`src/sv/pcp_pkg.sv`:
```
// ----------------------------------------------------------------------------
// Permutation check and parity: package
// Sizes and the command/status bundles between controller and datapath.
// ----------------------------------------------------------------------------
package pcp_pkg;

   localparam int MAX_N   = 64;
   localparam int IDX_W   = $clog2(MAX_N);
   localparam int CNT_W   = $clog2(MAX_N + 1);
   localparam int VALUE_W = 8;
   localparam int COUNT_W = 7;

   typedef struct packed {
      logic load;         // store the accepted request
      logic start_cycle;  // open a new cycle at position j
      logic follow;       // read along the cycle from the last read value
      logic advance_j;    // move to the next position
      logic capture;      // load the result register
      logic clear_set;    // drop all per-set state
   } cmd_type;

   typedef struct packed {
      logic set_ok;
      logic scan_done;
      logic j_visited;
      logic cycle_closed;
   } status_type;

endpackage

```
`src/sv/pcp_if.sv`:
```
// ----------------------------------------------------------------------------
// Permutation check and parity: channel interfaces
// Request channel (entries) and response channel (set result).
// ----------------------------------------------------------------------------
interface pcp_req_if import pcp_pkg::*; ();
   logic               valid;
   logic               ready;
   logic [VALUE_W-1:0] entry_value;
   logic               last_entry;

   modport source (output valid, entry_value, last_entry, input ready);
   modport sink   (input valid, entry_value, last_entry, output ready);
endinterface

interface pcp_rsp_if import pcp_pkg::*; ();
   logic               valid;
   logic               ready;
   logic               is_valid;
   logic               is_odd;
   logic [COUNT_W-1:0] entry_count;

   modport source (output valid, is_valid, is_odd, entry_count, input ready);
   modport sink   (input valid, is_valid, is_odd, entry_count, output ready);
endinterface

```
`src/sv/pcp_ctrl.sv`:
```
// ----------------------------------------------------------------------------
// Permutation check and parity: controller
// Sequences loading, evaluation, the cycle walk and the response handoff.
// ----------------------------------------------------------------------------
module pcp_ctrl import pcp_pkg::*; (
   input  logic       clock,
   input  logic       reset,
   input  logic       req_valid,
   input  logic       req_last,
   output logic       req_ready,
   output logic       rsp_valid,
   input  logic       rsp_ready,
   input  status_type status,
   output cmd_type    cmd
);

   typedef enum logic [2:0] {
      ST_LOAD,
      ST_EVAL,
      ST_SCAN,
      ST_FOLLOW,
      ST_FINISH
   } state_type;

   state_type state_ff, state_in;
   logic      rsp_valid_ff, rsp_valid_in;
   logic      slot_free;

   assign slot_free = !rsp_valid_ff || rsp_ready;
   assign req_ready = (state_ff == ST_LOAD);
   assign rsp_valid = rsp_valid_ff;

   always_comb begin
      state_in     = state_ff;
      cmd          = '0;
      rsp_valid_in = rsp_valid_ff && !rsp_ready;
      unique case (state_ff)
         ST_LOAD: begin
            if (req_valid) begin
               cmd.load = 1'b1;
               if (req_last) begin
                  state_in = ST_EVAL;
               end
            end
         end
         ST_EVAL: begin
            state_in = status.set_ok ? ST_SCAN : ST_FINISH;
         end
         ST_SCAN: begin
            priority if (status.scan_done) begin
               state_in = ST_FINISH;
            end else if (status.j_visited) begin
               cmd.advance_j = 1'b1;
            end else begin
               cmd.start_cycle = 1'b1;
               state_in        = ST_FOLLOW;
            end
         end
         ST_FOLLOW: begin
            cmd.follow = 1'b1;
            if (status.cycle_closed) begin
               cmd.advance_j = 1'b1;
               state_in      = ST_SCAN;
            end
         end
         ST_FINISH: begin
            // wait for the result register to drain
            if (slot_free) begin
               cmd.capture   = 1'b1;
               cmd.clear_set = 1'b1;
               rsp_valid_in  = 1'b1;
               state_in      = ST_LOAD;
            end
         end
         default: begin
            state_in = ST_LOAD;
         end
      endcase
   end

   always_ff @(posedge clock) begin
      if (reset) begin
         state_ff     <= ST_LOAD;
         rsp_valid_ff <= 1'b0;
      end else begin
         state_ff     <= state_in;
         rsp_valid_ff <= rsp_valid_in;
      end
   end

endmodule

```
`src/sv/pcp_datapath.sv`:
```
// ----------------------------------------------------------------------------
// Permutation check and parity: datapath
// Entry memory, seen and visited maps, set flags, walk state, result register.
// ----------------------------------------------------------------------------
module pcp_datapath import pcp_pkg::*; (
   input  logic               clock,
   input  logic               reset,
   input  cmd_type            cmd,
   input  logic [VALUE_W-1:0] entry_value,
   output status_type         status,
   output logic               is_valid,
   output logic               is_odd,
   output logic [COUNT_W-1:0] entry_count
);

   logic [IDX_W-1:0] perm_mem [MAX_N];
   logic [IDX_W-1:0] rd_data_ff;
   logic [IDX_W-1:0] rd_addr;

   logic [MAX_N-1:0] seen_ff;
   logic [MAX_N-1:0] visited_ff;
   logic [CNT_W-1:0] fill_ff;
   logic [CNT_W-1:0] j_ff;
   logic [IDX_W-1:0] max_ff;
   logic             range_err_ff;
   logic             dup_ff;
   logic             cyc_par_ff;

   logic               is_valid_ff;
   logic               is_odd_ff;
   logic [COUNT_W-1:0] entry_count_ff;

   logic [IDX_W-1:0] value_idx;
   logic [IDX_W-1:0] j_idx;
   logic             value_big;
   logic             set_full;
   logic             set_ok;

   assign value_idx = IDX_W'(entry_value);
   assign j_idx     = j_ff[IDX_W-1:0];
   assign value_big = (int'(entry_value) >= MAX_N);
   assign set_full  = (fill_ff == CNT_W'(MAX_N));

   // n distinct values, all below n, make a permutation
   assign set_ok = !range_err_ff && !dup_ff && (CNT_W'(max_ff) < fill_ff);

   assign status.set_ok       = set_ok;
   assign status.scan_done    = (j_ff == fill_ff);
   assign status.j_visited    = visited_ff[j_idx];
   assign status.cycle_closed = (rd_data_ff == j_idx);

   assign rd_addr = cmd.follow ? rd_data_ff : j_idx;

   always_ff @(posedge clock) begin
      if (cmd.load && !set_full && !value_big) begin
         perm_mem[fill_ff[IDX_W-1:0]] <= value_idx;
      end
      rd_data_ff <= perm_mem[rd_addr];
   end

   always_ff @(posedge clock) begin
      if (reset || cmd.clear_set) begin
         seen_ff      <= '0;
         visited_ff   <= '0;
         fill_ff      <= '0;
         j_ff         <= '0;
         max_ff       <= '0;
         range_err_ff <= 1'b0;
         dup_ff       <= 1'b0;
         cyc_par_ff   <= 1'b0;
      end else begin
         if (cmd.load) begin
            if (set_full) begin
               range_err_ff <= 1'b1;
            end else begin
               fill_ff <= fill_ff + CNT_W'(1);
               if (value_big) begin
                  range_err_ff <= 1'b1;
               end else begin
                  if (seen_ff[value_idx]) begin
                     dup_ff <= 1'b1;
                  end
                  seen_ff[value_idx] <= 1'b1;
                  if (value_idx > max_ff) begin
                     max_ff <= value_idx;
                  end
               end
            end
         end
         if (cmd.start_cycle) begin
            cyc_par_ff <= !cyc_par_ff;
         end
         if (cmd.follow) begin
            visited_ff[rd_data_ff] <= 1'b1;
         end
         if (cmd.advance_j) begin
            j_ff <= j_ff + CNT_W'(1);
         end
      end
   end

   // parity of n minus the number of orbits of the permutation
   always_ff @(posedge clock) begin
      if (cmd.capture) begin
         is_valid_ff    <= set_ok;
         is_odd_ff      <= set_ok && (fill_ff[0] ^ cyc_par_ff);
         entry_count_ff <= COUNT_W'(fill_ff);
      end
   end

   assign is_valid    = is_valid_ff;
   assign is_odd      = is_odd_ff;
   assign entry_count = entry_count_ff;

endmodule

```
`src/sv/permutation_check_and_parity_core.sv`:
```
// Entries load at one per cycle in the load state; the last entry is followed
// by an evaluation step, a cycle walk for a valid permutation only (one scan
// step and one memory read per position, plus the closing scan step), then a
// capture into the response register once it is free. The walk uses the single
// read port of the entry memory. Entries of the next set are taken only after
// the capture, also while a response waits. Synchronous reset empties the set.
// ----------------------------------------------------------------------------
// Permutation check and parity: top level
// Checks that a set of entries is a permutation and reports its parity.
// ----------------------------------------------------------------------------
module permutation_check_and_parity_core import pcp_pkg::*; (
   input logic       clock,
   input logic       reset,
   pcp_req_if.sink   req_ch,
   pcp_rsp_if.source rsp_ch
);

   cmd_type    cmd;
   status_type status;

   pcp_ctrl u_ctrl (
      .clock     (clock),
      .reset     (reset),
      .req_valid (req_ch.valid),
      .req_last  (req_ch.last_entry),
      .req_ready (req_ch.ready),
      .rsp_valid (rsp_ch.valid),
      .rsp_ready (rsp_ch.ready),
      .status    (status),
      .cmd       (cmd)
   );

   pcp_datapath u_datapath (
      .clock       (clock),
      .reset       (reset),
      .cmd         (cmd),
      .entry_value (req_ch.entry_value),
      .status      (status),
      .is_valid    (rsp_ch.is_valid),
      .is_odd      (rsp_ch.is_odd),
      .entry_count (rsp_ch.entry_count)
   );

endmodule

```
`src/flat_wrapper.sv`:
```
// flat-port wrapper written by rule: the top's interface ports become plain ports
module permutation_check_and_parity_core_flat import pcp_pkg::*;
  (clock, reset, req_ch_valid, req_ch_entry_value, req_ch_last_entry, req_ch_ready, rsp_ch_valid, rsp_ch_is_valid, rsp_ch_is_odd, rsp_ch_entry_count, rsp_ch_ready);
  pcp_req_if req_ch_i ();
  pcp_rsp_if rsp_ch_i ();
  input logic clock;
  input logic reset;
  input wire logic [$bits(req_ch_i.valid)-1:0] req_ch_valid;
  input wire logic [$bits(req_ch_i.entry_value)-1:0] req_ch_entry_value;
  input wire logic [$bits(req_ch_i.last_entry)-1:0] req_ch_last_entry;
  output wire logic [$bits(req_ch_i.ready)-1:0] req_ch_ready;
  output wire logic [$bits(rsp_ch_i.valid)-1:0] rsp_ch_valid;
  output wire logic [$bits(rsp_ch_i.is_valid)-1:0] rsp_ch_is_valid;
  output wire logic [$bits(rsp_ch_i.is_odd)-1:0] rsp_ch_is_odd;
  output wire logic [$bits(rsp_ch_i.entry_count)-1:0] rsp_ch_entry_count;
  input wire logic [$bits(rsp_ch_i.ready)-1:0] rsp_ch_ready;
  assign req_ch_i.valid = req_ch_valid;
  assign req_ch_i.entry_value = req_ch_entry_value;
  assign req_ch_i.last_entry = req_ch_last_entry;
  assign req_ch_ready = req_ch_i.ready;
  assign rsp_ch_valid = rsp_ch_i.valid;
  assign rsp_ch_is_valid = rsp_ch_i.is_valid;
  assign rsp_ch_is_odd = rsp_ch_i.is_odd;
  assign rsp_ch_entry_count = rsp_ch_i.entry_count;
  assign rsp_ch_i.ready = rsp_ch_ready;
  permutation_check_and_parity_core u_core (.clock(clock), .reset(reset), .req_ch(req_ch_i), .rsp_ch(rsp_ch_i));
endmodule
```
`config.mk`:
```
export PLATFORM = sky130hd
export DESIGN_NAME = permutation_check_and_parity_core_flat
export DESIGN_NICKNAME = d
export VERILOG_FILES = /design/src/sv/pcp_pkg.sv /design/src/sv/pcp_if.sv /design/src/sv/pcp_ctrl.sv /design/src/sv/pcp_datapath.sv /design/src/sv/permutation_check_and_parity_core.sv /design/src/flat_wrapper.sv
export SDC_FILE = /design/constraint.sdc
export NUM_CORES = 1
export LEC_CHECK = 0
export BUFFER_PORTS_ARGS = -buffer_cell sky130_fd_sc_hd__buf_2
export CAP_MARGIN = 10
export CELL_PAD_IN_SITES_DETAIL_PLACEMENT = 0
export CELL_PAD_IN_SITES_GLOBAL_PLACEMENT = 1
export CORE_UTILIZATION = 35
export DETAILED_ROUTE_END_ITERATION = 7
export GPL_TIMING_DRIVEN = 0
export PLACE_DENSITY = 0.55
export SLEW_MARGIN = 0
export SYNTH_ARGS = -nofsm -noshare
export SYNTH_HDL_FRONTEND = slang
export SYNTH_SLANG_ARGS = --single-unit
```
`constraint.sdc`:
```
create_clock -name clock -period 2.8 [get_ports clock]
set_input_delay 0.28 -clock clock [delete_from_list [all_inputs] [get_ports clock]]
set_output_delay 0.28 -clock clock [all_outputs]
set_load 0.01 [all_outputs]
```
## Word level (Yosys, flattened, before mapping)

Memory sizes are Yosys's and may differ from the RTL's. A register that Yosys moved wholly into a read port is not among the register bits.
Cells that the tools add are included.

- Logic and storage cells: 101
- RAM bits: 384
- Memories: 1
- Memory bits (read-only): 0
- Register bits: 164
- Latch bits: 0

Memories:

| memory | depth | width | read ports | clocked after Yosys merged registers in | wr ports | line | RTL |
|---|---|---|---|---|---|---|---|
| u_core.u_datapath.perm_mem | 64 | 6 | 1 | 1 | 1 | pcp_datapath.sv:16 | `logic [IDX_W-1:0] perm_mem [MAX_N];` |

- Add/subtract/negate cells: 2
- Multiply operators: 0
- Reduce and logical (&&, ||, !) cells: 25
- Shifts and indexed selects: 0
- Divide/modulo/power cells: 0
- Multiplexer cells: 35
- Magnitude comparators: 8
- Bitwise operators: 5
- Equality and inequality tests: 12

Operator list:

| kind | count |
|---|---|
| $or 64x64->64 | 2 |
| $lt 6x7->1 const B | 3 |
| $mux 3 | 7 |
| $mux 1 | 19 |
| $pmux 3 s5 | 1 |
| $add 7x1->7 const B | 2 |
| $bmux 1 s6 | 2 |
| $demux 1 s6 | 2 |
| $ge 6x1->1 const B | 2 |
| $ge 8x7->1 const B | 1 |
| $logic_and 1x1->1 | 8 |
| $reduce_and 4->1 | 2 |
| $eq 7x7->1 | 1 |
| $eq 7x7->1 const B | 1 |
| $logic_not 1->1 | 7 |
| $lt 6x7->1 | 1 |
| $eq 3x2->1 const B | 2 |
| $eq 6x6->1 | 1 |
| $gt 6x6->1 | 1 |
| $mux 6 | 1 |
| $ne 2x2->1 const B | 3 |
| $reduce_and 5->1 | 1 |
| $mux 2 | 2 |
| $reduce_and 2->1 | 2 |
| other kinds (11) | 13 |

## Depth between registers and ports, before layout

- Depth after elaboration: 6
- Mapped depth: 11
- Depth with buffers taken out: 9

## By module

Synthesis repeated with hierarchy kept, for this count alone.

- Cell total of the unflattened synthesis: 2,333
- Area total of the unflattened synthesis: 25,340.6 µm²

Modules (own cells, without submodules):

| module | instances | area each (µm²) | cells each |
|---|---|---|---|
| pcp_datapath | 1 | 24,974.0 | 2,290 |
| pcp_ctrl | 1 | 366.6 | 43 |

## Worst setup path after synthesis

OpenSTA, ideal clock, no wires.

- Path type: register to register
- Start: register u_core.u_ctrl.state_ff[0]
- End: memory u_core.u_datapath.perm_mem[63][0] (netlist name), enable pin
- Path slack: 157 ps
- Arrival time: 2,293 ps
- Path buffers: 3
- Cell stages (with the launch flop): 9
- Data required time: 2,450 ps
- Cells stage by stage: dfxtp_1 buf_2 nor3_1 o311a_1 buf_2 nand4_1 or3_1 clkbuf_1 nor2_1

- Cells in the longest elaborated chain, start to end: 6

RTL lines:

| item | line | RTL |
|---|---|---|
| start: declaration | pcp_ctrl.sv:25 | `state_type state_ff, state_in;` |
| start signal: assignment | pcp_ctrl.sv:86 | `state_ff <= state_in;` |
| $logic_not 3->1 | - |  |
| net req_ch_ready | flat_wrapper.sv:11 | `output wire logic [$bits(req_ch_i.ready)-1:0] req_ch_ready;` |
| $mux 1 | pcp_ctrl.sv:37 | `unique case (state_ff)` |
| $logic_and 1x1->1 (2 in series) | pcp_datapath.sv:55 | `if (cmd.load && !set_full && !value_big) begin` |
| $mux 1 | pcp_datapath.sv:55 |  |
| $mux 1 (not written as such) | pcp_datapath.sv:56 | `perm_mem[fill_ff[IDX_W-1:0]] <= value_idx;` |
| end: declaration | pcp_datapath.sv:16 |  |

The timed path passes the listed nets, and every way through them passes these cells.

## Worst setup path in the final report

- Start: register u_core.u_ctrl.state_ff[1]
- End: register u_core.u_datapath.rd_data_ff[0] (read register of u_core.u_datapath.perm_mem)

- Cells in the longest elaborated chain, start to end: 3

RTL lines:

| item | line | RTL |
|---|---|---|
| $eq 3x2->1 | pcp_ctrl.sv:37 |  |
| $mux 1 | pcp_ctrl.sv:37 |  |
| $mux 6 | pcp_datapath.sv:52 | `assign rd_addr = cmd.follow ? rd_data_ff : j_idx;` |
| end: declaration | pcp_datapath.sv:17 | `logic [IDX_W-1:0] rd_data_ff;` |

Every way passes these cells.
A chain may end at the register's enable or synchronous reset.

==> flow_summary_export.csv <==
group,metric,value,unit
synthesis,synth_area_per_cell,13.5,µm²
pwr,vdd_ir_drop_max,0.472,mV
floorplanning,fp.dieH,255,µm
clocking,clk_latency,0.64,ns
floorplanning,core,0.0632,mm²
clocking,cts-root-buf,"clkbuf_16",
floorplanning,rows,92,
sta,drv_slew,0,
run_status,status,"complete, no violations",
floorplanning,start_util,35.5,%
setup_path,crit_path_end_kind,"flip-flop",
sta,fin_skew,0.0354,ns
clocking,clockBufferDepth,3,
drt,wl_per_cell,23.4,µm
finish,seq_area,0.0150,mm²
setup_path,worstPathMaxFanout,5,
drt,drc,0,
synthesis,synthCells,1663,
drt,first_pass_iters,5,
synthesis,synth_ff_type,"edfxtp_1",
pwr,p_switching,4.31,mW
sta,rsz0062_at_grt,"true",
synthesis,syn_nets,1690,
sta,post-route-period-util,99.6,%
floorplanning,dieArea,0.0652,mm²
sta,fin_crit,2.79,ns
placement,dp.cells,2539,
sta,setup_viol_count_final,0,
placement,place_congestion,0.833,
setup_path,rr_worst_depth,10,
pwr,clkPwrFrac,41.9,%
min_path,hold_path.class,"in -> reg",
sta,relSlewSlack,28.7,%
min_path,worstHoldPathCells,3,
drt,first_iter_violations,923,
clocking,htree_num_levels,2,
finish,post_route_cells_drive_above_1_share,23.6,%
grt,grt_remaining_overflow,0,
setup_path,crit_type,"reg -> reg",
pwr,power.density,654,mW/mm²
synthesis,yosysSeqAreaShare,66.9,%
sta,worst_slew_pin_slew,1.07,ns
finish,multi_input_area,0.00798,mm²
synthesis,synth_top_area_share,52.6,%
pwr,comb_power_share,8.1,%
synthesis,synth-seq-cells,554,
pwr,cell_internal_pwr,13.6,mW
drt,routed_via_density,5.28,
setup_path,timing.rr.end,"u_core.u_datapath.rd_data_ff[0]",
grt,grt_max_degree,77,
finish,stdcell_count,2673,
min_path,holdCritStartpoint,"req_ch_valid",
finish,area_growth,22.1,%
finish,final_nets,1803,
run,drv_cap,0,
clocking,numCtsBuffers,59,
grt,grt.total_usage,19.2,%
synthesis,ys_warn_count,0,
placement,portBuffers,23,
synthesis,synth.distinct_cells,65,
finish,fillers,5754,
synthesis,yosys.area.top_type,"edfxtp_1",
clocking,cts_sinks,554,
setup_path,r2r-start,"u_core.u_ctrl.state_ff[1]",
drt,vias,14100,
setup_path,crit_arrival,3.29,ns
min_path,min_to,"u_core.u_datapath.range_err_ff",
setup_path,reg2reg_slack,0.01,ns
drt,drt_wl_total,62500,µm
synthesis,synthArstFlopShare,0,%
sta,fmax,358,MHz
synthesis,syn_area,0.0224,mm²
floorplanning,die_x,255,µm
sta,final_hold_viol_count,0,
pwr,swShare,24.0,%
floorplanning,ios,24,
pwr,seqPwrFrac,50.0,%
clocking,path_clk_slew,0.06,ns
clocking,cts_tree,"built",
grt,grt_pass1_vias,14000,
synthesis,synth-edff-count,393,
placement,hpwl,41700,µm
grt,antenna_found_initial,0,
pwr,totalPowerFinal,17.9,mW
setup_path,cp.required,3.30,ns
synthesis,synth.area.top_cells,"edfxtp_1 53%, dfxtp_1 14%, mux2i_1 5.4%, mux4_2 5.2%, nor2_1 4.1%",
pwr,leakagePower,9.44,nW
drt,final_antenna_net_count,0,
grt,grt_pass1_wl,91500,µm
setup_path,critPathLaunchType,"flip-flop",
==> cell families after synthesis <==
group,after synthesis,synth area share (%)
AOI/OAI and AO/OA,333,9.14
xor gates and xnor gates,25,0.975
adders and majority gates,14,0.780
buffers and inverters,114,2.26
DFF,554,66.9
muxes,183,11.1
and+or+nand+nor,440,8.80
==> layout by cell type, fill, tap and decap left out, drive strengths merged, types with 21 or more instances in the layout <==
master / netlist / final
mux4: 52 / 52
nor3: 25 / 25
dfxtp: 161 / 161
nand2: 59 / 59
nand3: 23 / 23
mux2i: 121 / 121
o22ai: 50 / 50
clkinv: 1 / 33
o21ai: 32 / 32
buf: 34 / 96
a21oi: 141 / 141
a22oi: 21 / 21
clkbuf: 63 / 124
edfxtp: 393 / 393
nor2: 245 / 245
==> Yosys cell counts (13+ instances only) <==
cell	number
nand3_1	23
edfxtp_1	393
a31oi_1	16
a211oi_1	18
nor3_1	25
xor2_1	14
clkbuf_1	63
mux2i_1	121
buf_2	16
o22ai_1	50
a22oi_1	21
and2_1	18
nand4_1	13
a21oi_1	140
nand2_1	59
dfxtp_1	161
nor2_1	245
mux4_2	52
inv_1	16
o21ai_0	32
ha_1	14
==> registers in the layout, indices dropped and copies added (netlist names) <==
signal,count
u_core.u_datapath.is_odd,1
u_core.u_ctrl.rsp_valid,1
u_core.u_datapath.dup_ff,1
u_core.u_datapath.rd_data_ff,6
u_core.u_datapath.fill_ff,7
u_core.u_datapath.j_ff,7
u_core.u_datapath.is_valid,1
u_core.u_datapath.visited_ff,64
u_core.u_datapath.range_err_ff,1
u_core.u_datapath.cyc_par_ff,1
u_core.u_datapath.entry_count,7
u_core.u_datapath.perm_mem,384
u_core.u_datapath.max_ff,6
u_core.u_ctrl.state_ff,3
u_core.u_datapath.seen_ff,64
==> metal layers <==
layer	track usage (%)	vias up	part of all wire, %
li1	-	6583	-
met1	27.0	7102	46
met2	30.7	329	47
met3	3.10	94	4.6
met4	5.25	0	2.1
met5	0	-	0
==> metrics by stage <==
| stage | area (µm²) | util [%] | hold WS [ns] | TNS (ns) | setup WS, ns |
|---|---|---|---|---|---|
| 2_1_floorplan | 22400 | - | 0.349 | 0 | 0.157 |
| 3_3_place_gp | 23600 | 37.4 | 0.441 | -512.78 | -1.80 |
| 3_5_place_dp | 23800 | 37.6 | 0.453 | -502.21 | -1.35 |
| 4_1_cts | 26900 | 42.5 | 0.00975 | -0.0217 | -0.0217 |
| 5_1_grt | 27400 | 43.4 | 0.0264 | -0.347 | -0.0267 |
| 6_report | 27400 | 43.4 | 0.0265 | 0 | 0.0101 |
==> power by group through the flow <==
| stage | Sequential [mW] | Combinational, mW | Clock (mW) |
|---|---|---|---|
| global placement | 9.13 | 1.20 | 0 |
| detailed placement | 9.12 | 1.23 | 0 |
| global route | 8.97 | 1.57 | 8.03 |
| CTS | 8.97 | 1.41 | 7.71 |
| finish | 8.97 | 1.45 | 7.51 |
| floorplan | 9.10 | 0.714 | 0 |
==> critical path, stage by stage (launching register included) <==
cell      delay (ns)
dfxtp_4         0.35
nand3b_1        0.19
mux2i_4         0.29
buf_12          0.15
buf_12          0.14
buf_16          0.14
mux2i_2         0.27
o22ai_1         0.11
o21ai_1         0.20
nand4_1         0.21
or4_4           0.59
==> what timing repair did <==
action | CTS | global route
buffers inserted | 27 | 2
gates resized for setup | 287 | 98
endpoints found under the hold margin | 2 | 0
gates cloned | 0 | 4
pin swaps | 19 | 16
setup endpoints to repair | 542 | 438
hold buffers | 1 | 0
==> area by class of cell <==
type                       instances  area share [%]
timing repair buffer              64            2.40
clock inverter                    39            1.27
sequential                       554            54.9
buffer                            85            2.63
clock buffer                      72            5.57
tap                              846            3.86
inverter                          17           0.251
antenna                            1         0.00913
multi-input combinational        995            29.1
==> worst max-delay path by stage <==
stage	slack, ns	depth (start not counted)	start	to
floorplan	0.16	8	u_core.u_ctrl.state_ff[0]	u_core.u_datapath.perm_mem[63][0]
global placement	-1.80	10	req_ch_entry_value[2]	u_core.u_datapath.dup_ff
detailed placement	-1.35	12	req_ch_entry_value[0]	u_core.u_datapath.max_ff[1]
CTS	-0.02	10	u_core.u_ctrl.state_ff[2]	u_core.u_datapath.rd_data_ff[1]
global route	-0.03	8	u_core.u_ctrl.state_ff[1]	u_core.u_datapath.rd_data_ff[0]
finish	0.01	10	u_core.u_ctrl.state_ff[1]	u_core.u_datapath.rd_data_ff[0]
No activity file was read; power rests on OpenSTA's default activity.
